==> src/rtl/core/ipq_pkg.sv <==
// shared types and constants of the interrupt priority queue
`timescale 1ns / 1ps
package ipq_pkg;

   localparam int unsigned TASK_W = 2;
   localparam int unsigned PRIO_W = 3;

   // task codes
   localparam logic [TASK_W-1:0] TASK_TIMER = 2'd0;
   localparam logic [TASK_W-1:0] TASK_RX    = 2'd1;
   localparam logic [TASK_W-1:0] TASK_TX    = 2'd2;

   // request action codes
   localparam logic ACT_ARRIVE = 1'b0;
   localparam logic ACT_DONE   = 1'b1;

   // status bit positions
   localparam int unsigned CORE_TIMER_BIT = 1;
   localparam int unsigned IDENT_RX_BIT   = 2;
   localparam int unsigned IDENT_TX_BIT   = 1;

   // register indexes
   localparam logic CSR_TIMER_PRIO = 1'b0;
   localparam logic CSR_UART_PRIO  = 1'b1;

   localparam logic [PRIO_W-1:0] TIMER_PRIO_RESET = 3'd1;
   localparam logic [PRIO_W-1:0] UART_PRIO_RESET  = 3'd3;

   typedef struct packed {
      logic       action;
      logic [7:0] core_source;
      logic       aux_pending;
      logic [7:0] uart_ident;
   } req_type;

   typedef struct packed {
      logic              head_valid;
      logic [TASK_W-1:0] head_task;
      logic              mask_timer;
      logic              clear_receive;
      logic              clear_transmit;
      logic [3:0]        pending_count;
      logic              overflow;
   } rsp_type;

   typedef struct packed {
      logic [TASK_W-1:0] task_id;
      logic [PRIO_W-1:0] prio;
   } entry_type;

   // outcome of classifying one arrival
   typedef struct packed {
      logic      have;
      logic      mask_timer;
      logic      clear_receive;
      logic      clear_transmit;
      entry_type entry;
   } class_type;

   // per-cycle command broadcast to every cell
   typedef struct packed {
      logic      insert;
      logic      remove;
      entry_type new_entry;
   } ctrl_type;

endpackage

==> src/rtl/core/ipq_classify.sv <==
// source classification with fixed precedence: timer, uart receive, uart transmit
`timescale 1ns / 1ps
module ipq_classify (
   input  ipq_pkg::req_type              req,
   input  logic [ipq_pkg::PRIO_W-1:0]    timer_prio,
   input  logic [ipq_pkg::PRIO_W-1:0]    uart_prio,
   output ipq_pkg::class_type            cls
);

   always_comb begin
      cls = '0;
      priority if (req.core_source[ipq_pkg::CORE_TIMER_BIT]) begin
         cls.have          = 1'b1;
         cls.mask_timer    = 1'b1;
         cls.entry.task_id = ipq_pkg::TASK_TIMER;
         cls.entry.prio    = timer_prio;
      end else if (req.aux_pending && req.uart_ident[ipq_pkg::IDENT_RX_BIT]) begin
         cls.have          = 1'b1;
         cls.clear_receive = 1'b1;
         cls.entry.task_id = ipq_pkg::TASK_RX;
         cls.entry.prio    = uart_prio;
      end else if (req.aux_pending && req.uart_ident[ipq_pkg::IDENT_TX_BIT]) begin
         cls.have           = 1'b1;
         cls.clear_transmit = 1'b1;
         cls.entry.task_id  = ipq_pkg::TASK_TX;
         cls.entry.prio     = uart_prio;
      end else begin
         cls = '0;
      end
   end

endmodule

==> src/rtl/core/ipq_cell.sv <==
// one queue slot: compares against the new task and shifts with its neighbors
`timescale 1ns / 1ps
module ipq_cell (
   input  logic                clock,
   input  ipq_pkg::ctrl_type   ctrl,
   input  logic                occupied,
   input  logic                left_after,
   input  ipq_pkg::entry_type  left_entry,
   input  ipq_pkg::entry_type  right_entry,
   output ipq_pkg::entry_type  entry_out,
   output logic                after_out
);

   ipq_pkg::entry_type entry_ff;
   ipq_pkg::entry_type entry_in;

   // new task goes behind this slot
   assign after_out = occupied && (entry_ff.prio <= ctrl.new_entry.prio);
   assign entry_out = entry_ff;

   always_comb begin
      entry_in = entry_ff;
      priority if (ctrl.insert) begin
         priority if (!left_after) entry_in = left_entry;
         else if (!after_out)      entry_in = ctrl.new_entry;
         else                      entry_in = entry_ff;
      end else if (ctrl.remove) begin
         entry_in = right_entry;
      end else begin
         entry_in = entry_ff;
      end
   end

   always_ff @(posedge clock) begin
      entry_ff <= entry_in;
   end

endmodule

==> src/rtl/core/irq_priority_event_queue_top.sv <==
// top level of the interrupt priority queue: cell chain, count and response
`timescale 1ns / 1ps
//
//  channel   ports                                   handshake
//  -------   -------------------------------------   ---------------------------
//  request   start, busy, req_payload                taken when start && !busy
//  response  rsp_valid, rsp_payload                  one-cycle strobe, no stall
//  csr       csr_we, csr_index, csr_wdata            write when csr_we
//
//  a request updates the cell chain at the accepting edge and the response is
//  shown in the following cycle while busy is high
//  each cell decides insert, shift or hold from a compare with its own
//  priority and its left neighbor's compare
//  synchronous reset empties the queue and restores the default priorities
//  the receiver cannot stall, so busy is high only during the response cycle
//
module irq_priority_event_queue_top #(
   parameter int unsigned QUEUE_DEPTH = 8
) (
   input  logic                         clock,
   input  logic                         reset,
   input  logic                         start,
   output logic                         busy,
   input  ipq_pkg::req_type             req_payload,
   output logic                         rsp_valid,
   output ipq_pkg::rsp_type             rsp_payload,
   input  logic                         csr_we,
   input  logic                         csr_index,
   input  logic [ipq_pkg::PRIO_W-1:0]   csr_wdata
);

   localparam int unsigned CNT_W = $clog2(QUEUE_DEPTH + 1);

   // priority registers
   logic [ipq_pkg::PRIO_W-1:0] timer_prio_ff;
   logic [ipq_pkg::PRIO_W-1:0] uart_prio_ff;

   // queue occupancy
   logic [CNT_W-1:0] count_ff;
   logic [CNT_W-1:0] count_in;

   // response strobe and pulses
   logic rsp_valid_ff;
   logic mask_timer_ff;
   logic clear_rx_ff;
   logic clear_tx_ff;
   logic overflow_ff;
   logic mask_timer_in;
   logic clear_rx_in;
   logic clear_tx_in;
   logic overflow_in;

   logic               accept;
   logic               full;
   ipq_pkg::class_type cls;
   ipq_pkg::ctrl_type  ctrl;

   ipq_pkg::entry_type cell_entry [QUEUE_DEPTH];
   logic               cell_after [QUEUE_DEPTH];
   logic               cell_occupied [QUEUE_DEPTH];

   logic [CNT_W+3:0]   count_wide;

   assign accept = start && !rsp_valid_ff;
   assign full   = (count_ff == CNT_W'(QUEUE_DEPTH));

   ipq_classify u_classify (
      .req        (req_payload),
      .timer_prio (timer_prio_ff),
      .uart_prio  (uart_prio_ff),
      .cls        (cls)
   );

   // command for the cell chain
   always_comb begin
      ctrl.new_entry = cls.entry;
      ctrl.insert    = accept && (req_payload.action == ipq_pkg::ACT_ARRIVE)
                       && cls.have && !full;
      ctrl.remove    = accept && (req_payload.action == ipq_pkg::ACT_DONE)
                       && (count_ff != '0);
   end

   // the chain of slots, head at index 0
   for (genvar i = 0; i < QUEUE_DEPTH; i++) begin : g_cell
      ipq_pkg::entry_type left_entry;
      ipq_pkg::entry_type right_entry;
      logic               left_after;

      assign cell_occupied[i] = (CNT_W'(i) < count_ff);

      if (i == 0) begin : g_first
         // nothing sits ahead of the head slot
         assign left_entry = '0;
         assign left_after = 1'b1;
      end else begin : g_mid
         assign left_entry = cell_entry[i-1];
         assign left_after = cell_after[i-1];
      end

      if (i == QUEUE_DEPTH - 1) begin : g_last
         assign right_entry = '0;
      end else begin : g_inner
         assign right_entry = cell_entry[i+1];
      end

      ipq_cell u_cell (
         .clock       (clock),
         .ctrl        (ctrl),
         .occupied    (cell_occupied[i]),
         .left_after  (left_after),
         .left_entry  (left_entry),
         .right_entry (right_entry),
         .entry_out   (cell_entry[i]),
         .after_out   (cell_after[i])
      );
   end

   // count and pulse next values
   always_comb begin
      count_in      = count_ff;
      mask_timer_in = 1'b0;
      clear_rx_in   = 1'b0;
      clear_tx_in   = 1'b0;
      overflow_in   = 1'b0;
      if (ctrl.insert) count_in = count_ff + 1'b1;
      if (ctrl.remove) count_in = count_ff - 1'b1;
      if (accept && (req_payload.action == ipq_pkg::ACT_ARRIVE)) begin
         // source is acknowledged even when the task is dropped
         mask_timer_in = cls.mask_timer;
         clear_rx_in   = cls.clear_receive;
         clear_tx_in   = cls.clear_transmit;
         overflow_in   = cls.have && full;
      end
   end

   // control registers
   always_ff @(posedge clock) begin
      if (reset) begin
         count_ff      <= '0;
         rsp_valid_ff  <= 1'b0;
         timer_prio_ff <= ipq_pkg::TIMER_PRIO_RESET;
         uart_prio_ff  <= ipq_pkg::UART_PRIO_RESET;
      end else begin
         count_ff     <= count_in;
         rsp_valid_ff <= accept;
         if (csr_we) begin
            unique case (csr_index)
               ipq_pkg::CSR_TIMER_PRIO: timer_prio_ff <= csr_wdata;
               ipq_pkg::CSR_UART_PRIO:  uart_prio_ff  <= csr_wdata;
               default:                 timer_prio_ff <= timer_prio_ff;
            endcase
         end
      end
   end

   // pulse registers, only looked at with the strobe
   always_ff @(posedge clock) begin
      mask_timer_ff <= mask_timer_in;
      clear_rx_ff   <= clear_rx_in;
      clear_tx_ff   <= clear_tx_in;
      overflow_ff   <= overflow_in;
   end

   // response: head read live from slot 0, stable while busy
   assign count_wide = {4'b0000, count_ff};

   always_comb begin
      rsp_payload.head_valid     = (count_ff != '0);
      rsp_payload.head_task      = (count_ff != '0) ? cell_entry[0].task_id
                                                    : ipq_pkg::TASK_TIMER;
      rsp_payload.mask_timer     = mask_timer_ff;
      rsp_payload.clear_receive  = clear_rx_ff;
      rsp_payload.clear_transmit = clear_tx_ff;
      rsp_payload.pending_count  = count_wide[3:0];
      rsp_payload.overflow       = overflow_ff;
   end

   assign rsp_valid = rsp_valid_ff;
   assign busy      = rsp_valid_ff;

   // every accepted request gives a response in the next cycle
   a_rsp_follows: assert property (@(posedge clock) disable iff (reset)
      (start && !busy) |=> rsp_valid)
      else $error("accepted request without response");

   // responses never come back to back
   a_rsp_single: assert property (@(posedge clock) disable iff (reset)
      rsp_valid |=> !rsp_valid)
      else $error("response strobe held two cycles");

   // overflow only when the queue is full
   a_ovf_full: assert property (@(posedge clock) disable iff (reset)
      (rsp_valid && rsp_payload.overflow) |-> (count_ff == CNT_W'(QUEUE_DEPTH)))
      else $error("overflow reported on a queue with room");

   // at most one source acknowledged per request
   a_one_ack: assert property (@(posedge clock) disable iff (reset)
      rsp_valid |-> $onehot0({rsp_payload.mask_timer, rsp_payload.clear_receive,
                              rsp_payload.clear_transmit}))
      else $error("more than one acknowledge pulse");

   // occupancy never exceeds the slot count
   a_count_range: assert property (@(posedge clock) disable iff (reset)
      count_ff <= CNT_W'(QUEUE_DEPTH))
      else $error("queue count out of range");

endmodule
==> config.mk <==
export PLATFORM = sky130hd
export DESIGN_NAME = irq_priority_event_queue_top
export DESIGN_NICKNAME = d
export VERILOG_FILES = /design/src/rtl/core/ipq_pkg.sv /design/src/rtl/core/ipq_classify.sv /design/src/rtl/core/ipq_cell.sv /design/src/rtl/core/irq_priority_event_queue_top.sv
export SDC_FILE = /design/constraint.sdc
export NUM_CORES = 1
export LEC_CHECK = 0
export BUFFER_PORTS_ARGS = -buffer_cell sky130_fd_sc_hd__buf_2
export CORE_MARGIN = 2
export CORE_UTILIZATION = 51
export DETAILED_ROUTE_END_ITERATION = 8
export GPL_ROUTABILITY_DRIVEN = 0
export GPL_TIMING_DRIVEN = 0
export HOLD_SLACK_MARGIN = 0.05
export MAX_ROUTING_LAYER = met4
export PLACE_DENSITY_LB_ADDON = 0.2
export REMOVE_ABC_BUFFERS = 1
export SLEW_MARGIN = 20
export SYNTH_ARGS = -nofsm -noshare
export SYNTH_HDL_FRONTEND = slang
export SYNTH_SLANG_ARGS = --single-unit
==> constraint.sdc <==
create_clock -name clock -period 3.2 [get_ports clock]
set_input_delay 0.32 -clock clock [delete_from_list [all_inputs] [get_ports clock]]
set_output_delay 0.32 -clock clock [all_outputs]
set_load 0.01 [all_outputs]
# Yosys cells after proc, flatten, opt, wreduce, memory -nomap -nowiden
# Cells that the tools add are included.
totals:
  register_bits: 55
  elab_cells: 128
  output_inout_bits: 13
  input_bits: 26
op_classes:
  bitwise_logic: 3
  eq_ne: 9
  muxes: 41
  magnitude_cmp: 16
  reduce_logical: 33
  add_sub_neg: 2
op_table:
  columns: ["operator", "count"]
  rows:
  - ["2-to-1 mux 5 bit", 33]
  - ["less-or-equal comparator 3 bit", 8]
  - ["!= test 3 bit, second input constant", 7]
  - ["AND reduction 2 bit", 10]
  - ["logical AND 1 bit", 17]
  - ["less-than comparator 3 x 4 -> 1 bit, first input constant", 4]
  - ["less-than comparator 1 x 4 -> 1 bit, first input constant", 2]
  - ["less-than comparator 2 x 4 -> 1 bit, first input constant", 2]
  - ["2-to-1 mux 4 bit", 2]
  - ["2-to-1 mux 6 bit", 1]
  - ["adder 4 x 1 -> 4 bit, second input constant", 1]
  - ["== test 4 bit, second input constant", 1]
  - ["2-to-1 mux 2 bit", 2]
  - ["nonzero test 4 bit", 1]
  - ["subtractor 4 x 1 -> 4 bit, second input constant", 1]
  - ["2-to-1 mux 1 bit", 3]
  - ["inverter 1 bit", 3]
  - ["OR reduction 3 bit", 1]
  - ["zero test 1 bit", 2]
  - ["!= test 2 bit, second input constant", 1]
  - ["nonzero test 2 bit", 1]
  - ["OR reduction 2 bit", 1]

# Depth between registers and ports, before layout
logic_depth:
  depth_word: 9
  depth_mapped: 10
  mapped_depth_nobuf: 10

# Modules after synthesis
# From an unflattened synthesis, not the netlist that was laid out.
unflattened:
  cells_unflattened: 392
  hier_area_um2: 3849.9
modules_own_cells:
  columns: ["mod", "area_per_inst_um2", "n_inst", "seq_area_each_um2", "cells_per_inst"]
  rows:
  - ["ipq_cell", 364.1, 8, 150.1, 36]
  - ["irq_priority_event_queue_top", 825.8, 1, 300.3, 88]
  - ["ipq_classify", 111.4, 1, 0.0, 16]

# Worst setup path before layout
# Ideal clock, no wire load.
synth_timing:
  kind: "input -> register"
  from: "input req_payload[2] (netlist name)"
  to: "register g_cell[4].u_cell.entry_ff (netlist bit g_cell[4].u_cell.entry_out[0]) (enable)"
  arrival_ps: 2687
  t_required_ps: 2840
  cell_stages: 9
  path_buffers: 0
  setup_time_ps: 360
  setup_slack_ps: 153
  cell_sequence: "o21a_1 nand2_1 o21ai_1 ha_1 nor2_1 nor3_1 o311ai_0 o31ai_2 a31oi_1"
synth_between:
  elab_chain_cells: 7
  word_cells_on_any_way: 14
  cone_classes: "2 x order compare; 1 x eq/ne; 4 x mux; 7 x reduce/logical"
synth_rtl:
  columns: ["element", "line_no", "text"]
  rows:
  - ["start, declared", "irq_priority_event_queue_top.sv:24", "input ipq_pkg::req_type req_payload,"]
  - ["logical AND 1 bit (*)", "ipq_classify.sv:17", "end else if (req.aux_pending && req.uart_ident[ipq_pkg::IDENT_RX_BIT]) begin"]
  - ["2-to-1 mux 5 bit or 2-to-1 mux 1 bit (tied branches)", "ipq_classify.sv:17", null]
  - ["2-to-1 mux 5 bit or 2-to-1 mux 2 bit (tied branches)", "ipq_classify.sv:12", "priority if (req.core_source[ipq_pkg::CORE_TIMER_BIT]) begin"]
  - ["less-or-equal comparator 3 bit or logical AND 1 bit (tied branches)", "ipq_cell.sv:18, irq_priority_event_queue_top.sv:78", null]
  - ["logical AND 1 bit, on equally long branches", "ipq_cell.sv:18, irq_priority_event_queue_top.sv:78", null]
  - ["!= test 3 bit (no line) or nonzero test 2 bit (tied branches)", null, null]
  - ["AND reduction 2 bit (no line) (*)", null, null]
  - ["end signal, assigned", "ipq_cell.sv:35", "entry_ff <= entry_in;"]
  - ["end, declared", "ipq_cell.sv:14", "ipq_pkg::entry_type entry_ff;"]
# Every way passes the cells marked *; elsewhere a longest branch is shown, timed or not.
# A chain may end at the register's enable or synchronous reset.

# Final worst setup path
layout_timing:
  from: "register uart_prio_ff[0] (netlist name)"
  to: "register g_cell[5].u_cell.entry_ff (netlist bit g_cell[5].u_cell.entry_out[2]) (enable)"
layout_between:
  elab_chain_cells: 7
  word_cells_on_any_way: 9
  cone_classes: "2 x order compare; 1 x eq/ne; 3 x mux; 3 x reduce/logical"
layout_rtl:
  columns: ["element", "line_no", "text"]
  rows:
  - ["start, declared", "irq_priority_event_queue_top.sv:36", "logic [ipq_pkg::PRIO_W-1:0] uart_prio_ff;"]
  - ["start signal, assigned", "irq_priority_event_queue_top.sv:142", "uart_prio_ff <= ipq_pkg::UART_PRIO_RESET;"]
  - ["start signal, assigned", "irq_priority_event_queue_top.sv:149", "ipq_pkg::CSR_UART_PRIO: uart_prio_ff <= csr_wdata;"]
  - ["2-to-1 mux 6 bit", "ipq_classify.sv:22", "end else if (req.aux_pending && req.uart_ident[ipq_pkg::IDENT_TX_BIT]) begin"]
  - ["2-to-1 mux 5 bit (*)", "ipq_classify.sv:17", null]
  - ["2-to-1 mux 5 bit (*)", "ipq_classify.sv:12", null]
  - ["less-or-equal comparator 3 bit", "ipq_cell.sv:18", "assign after_out = occupied && (entry_ff.prio <= ctrl.new_entry.prio);"]
  - ["logical AND 1 bit", "ipq_cell.sv:18", null]
  - ["!= test 3 bit (no line) (*)", null, null]
  - ["AND reduction 2 bit (no line) (*)", null, null]
  - ["end signal, assigned", "ipq_cell.sv:35", null]
  - ["end, declared", "ipq_cell.sv:14", null]
# Marked as above.

==> results.md <==
* Status: complete, no violations
* Ys async rst share at 0%
* Clock sink total at 55
* Detailed-route wire length at slightly below 8 mm
* Cts repair resizes at 1
* IO Pins at 39
* Hold Path Depth at 2
* Critical Path RT at between 3000 and 4000 ps
* Die height at around 85 um
* Clk_lat worst skew at 320 ps
* Clk root buf: clkbuf_8
* Via count at approximately 2700
* Largest net degree at the start of global routing at 35
* Ratio of cells with drive above 1 in the final layout at ~14%
* Drt first pass iters at 4
* Leakage power at around 1.4 nW
* Placed Instances at ~440
* Core ar. at ~6300 sq um
* Final period util at 91.9%
* Initial antenna violation count at 0
* Post-synthesis instance area at ~3400 sq um
* GR Overflow Total at 0
* Slew Limit Fails at 0
* H-tree depth at 2
* Number of global-route vias before repair at 2600
* Worst slew margin at between 20 and 30%
* N_diodes at 0
* Final std cells w/o fill at approximately 450
* Hold-fix buffer count after cts at 0
* DP Wirelength at 5.50 mm
* HP Class: input pin to flop
* Chip width at around 85 um
* Post-synth top area cell: edfxtp_1
* RSZ-0062 raised after global routing: no
* Number of core rows at 29
* Mean Syn Cell Area at 9.28 sq um
* Synth cell types at 56
* 1st-iter DRT viols at around 190
* Kind of critical path: flop to flop
* Peak supply drop at between 200 and 300 uV
* Reg2reg end: g_cell[5].u_cell.entry_out[2]
* Hold slack at around 220 ps
* Number of max-cap violations at 0
* Post-route minimum period at ~2900 ps
* R2R Setup Slk at ~260 ps
* Power density cells at 480 nW/um^2
* DR WL/cell at 17.2 um
* Startpoint types: flop
* Top post-synthesis cells by area: edfxtp_1 (36%), dfxtp_1 (8.9%), nor2_1 (5.2%)
* Total Routing Usage GR at a little under a quarter
* Min-Delay Endpoint: timer_prio_ff[0]
* Final-layout fill cell count at roughly 560
* Via-to-Cell Ratio at between 6 and 7
* Post-synthesis instance total at 362
* Crit path arrival time at roughly 3000 ps
* Slew @ Worst Pin at about 1100 ps
* Post-synth EDFFs at 40
* Setup violators final at 0
* Nets at 408
* Routed Antenna Nets at 0
* Clk buf depth at 2
* Crit Reg-Reg Startpoint: uart_prio_ff[0]
* Critical path fanouts, max at 16
* Sequential share of the synthesized area at between 40% and 50%
* Yosys top cell area share at 35.7%
* Fmax at 0.340 GHz
* CTS Buf Count at 5
* Die ar. at between 7000 and 8000 sq um
* Clk_skew at ~10 ps
* Port Buffers at 25
* TritonCTS clock tree: yes
* Worst hold start: csr_wdata[0]
* Area growth from synthesis to layout at 6.03%
* Drt drc at 0
* Final Hold Viols at 0
* Crit end category: flop
* First-pass GRT wire length at roughly 13 mm
* Worst-path clk slew at 90 ps
* Top FF cell, synth: edfxtp_1
* Synthesis-stage register bit count at 55
* Initial Util at a little over half
* Reg2Reg Depth at 8
* Ys Warns at 0
* Post-CTS setup repair buffer count at 0
==> placed cells by master (no fill, tap or decap), drive strengths merged, types with 9 or more instances in the layout <==
| master | n |
|---|---|
| nor2 | 47 |
| buf | 27 |
| nand2 | 37 |
| mux2i | 15 |
| inv | 13 |
| o21ai | 25 |
| o22ai | 9 |
| dfxtp | 15 |
| a21oi | 35 |
| edfxtp | 40 |
| ha | 11 |
| a31oi | 10 |
==> report_power, final <==
group	internal (mW)	switching (mW)	total [mW]
sequential	0.848	0.0545	0.902
clock	0.165	0.227	0.392
combinational	0.155	0.263	0.418
total	1.17	0.544	1.71
==> worst max-delay path, stage by stage (launching register included) <==
cell      delay, ps
dfxtp_1         340
nand2_1          90
o21ai_4         430
ha_1            330
nor2_1          260
nor3_1           80
o311ai_0        440
o31ai_2         280
a31oi_2         370
==> how the worst max path moves through the flow <==
stage                    startpoint                             to  slack [ps]  cells past startpoint
floorplan            req_payload[2]  g_cell[4].u_cell.entry_out[0]         150                      9
global placement     req_payload[2]  g_cell[5].u_cell.entry_out[2]        -770                     10
detailed placement   req_payload[2]  g_cell[5].u_cell.entry_out[4]        -380                     10
CTS                 uart_prio_ff[0]  g_cell[5].u_cell.entry_out[2]         110                      8
global route         req_payload[2]  g_cell[7].u_cell.entry_out[3]           9                     10
finish              uart_prio_ff[0]  g_cell[5].u_cell.entry_out[2]         260                      8
==> sequential cells by signal (all words and copies together), names as in the netlist <==
name and flops:
busy 1, clear_rx_ff 1, clear_tx_ff 1, count_ff 4, g_cell.u_cell.entry_out 40, mask_timer_ff 1
overflow_ff 1, timer_prio_ff 3, uart_prio_ff 3
==> metal layers <==
metal  GRT usage [%]  wire [um]  vias to the layer above
li1                -          -                     1347
met2            37.9       3660                       74
met4            6.20        102                        0
met3            3.31        395                        8
met1            31.6       3580                     1278
met5               -          0                        -
==> cells in the mapped netlist (6+ instances only) <==
| library cell | number |
|---|---|
| a21oi_1 | 34 |
| buf_4 | 9 |
| inv_1 | 13 |
| a31oi_1 | 10 |
| o22ai_1 | 9 |
| clkbuf_1 | 9 |
| o21ai_0 | 19 |
| nor2_1 | 47 |
| mux2i_1 | 15 |
| dfxtp_1 | 15 |
| edfxtp_1 | 40 |
| nand3_1 | 8 |
| ha_1 | 11 |
| o311ai_0 | 6 |
| nand2_1 | 37 |
==> cells by family (layout without fill, tap and decap cells) <==
group,Yosys count,count (layout),synth area share (%)
compound gates,114,114,21.9
xor+xnor,3,3,0.782
fa+ha+maj,13,13,4.77
buf+inv,38,48,6.33
flops,55,55,44.7
mux,15,15,4.47
simple gates,124,124,17.1
==> metrics by stage <==
stage	utilization, %	TNS, ps	power (mW)	area, sq um	worst slack [ps]
4_1_cts	55.9	0	1.71	3550	113
5_1_grt	56.1	0	1.80	3560	8.54
3_5_place_dp	54.5	-8510	1.33	3460	-384
6_report	56.1	0	1.71	3560	259
3_3_place_gp	53.8	-32040	1.31	3420	-769
2_1_floorplan	-	0	1.19	3200	150
==> cell type report <==
class                      count  area (sq um)  area share [%]
clock buffer                   8          83.8            2.35
inverter                      13          48.8            1.37
multi-input combinational    269          1670            46.9
sequential                    55          1500            42.1
tap                           77          96.3            2.70
timing repair buffer          27           160            4.49
(Power assumes the default switching activity.)
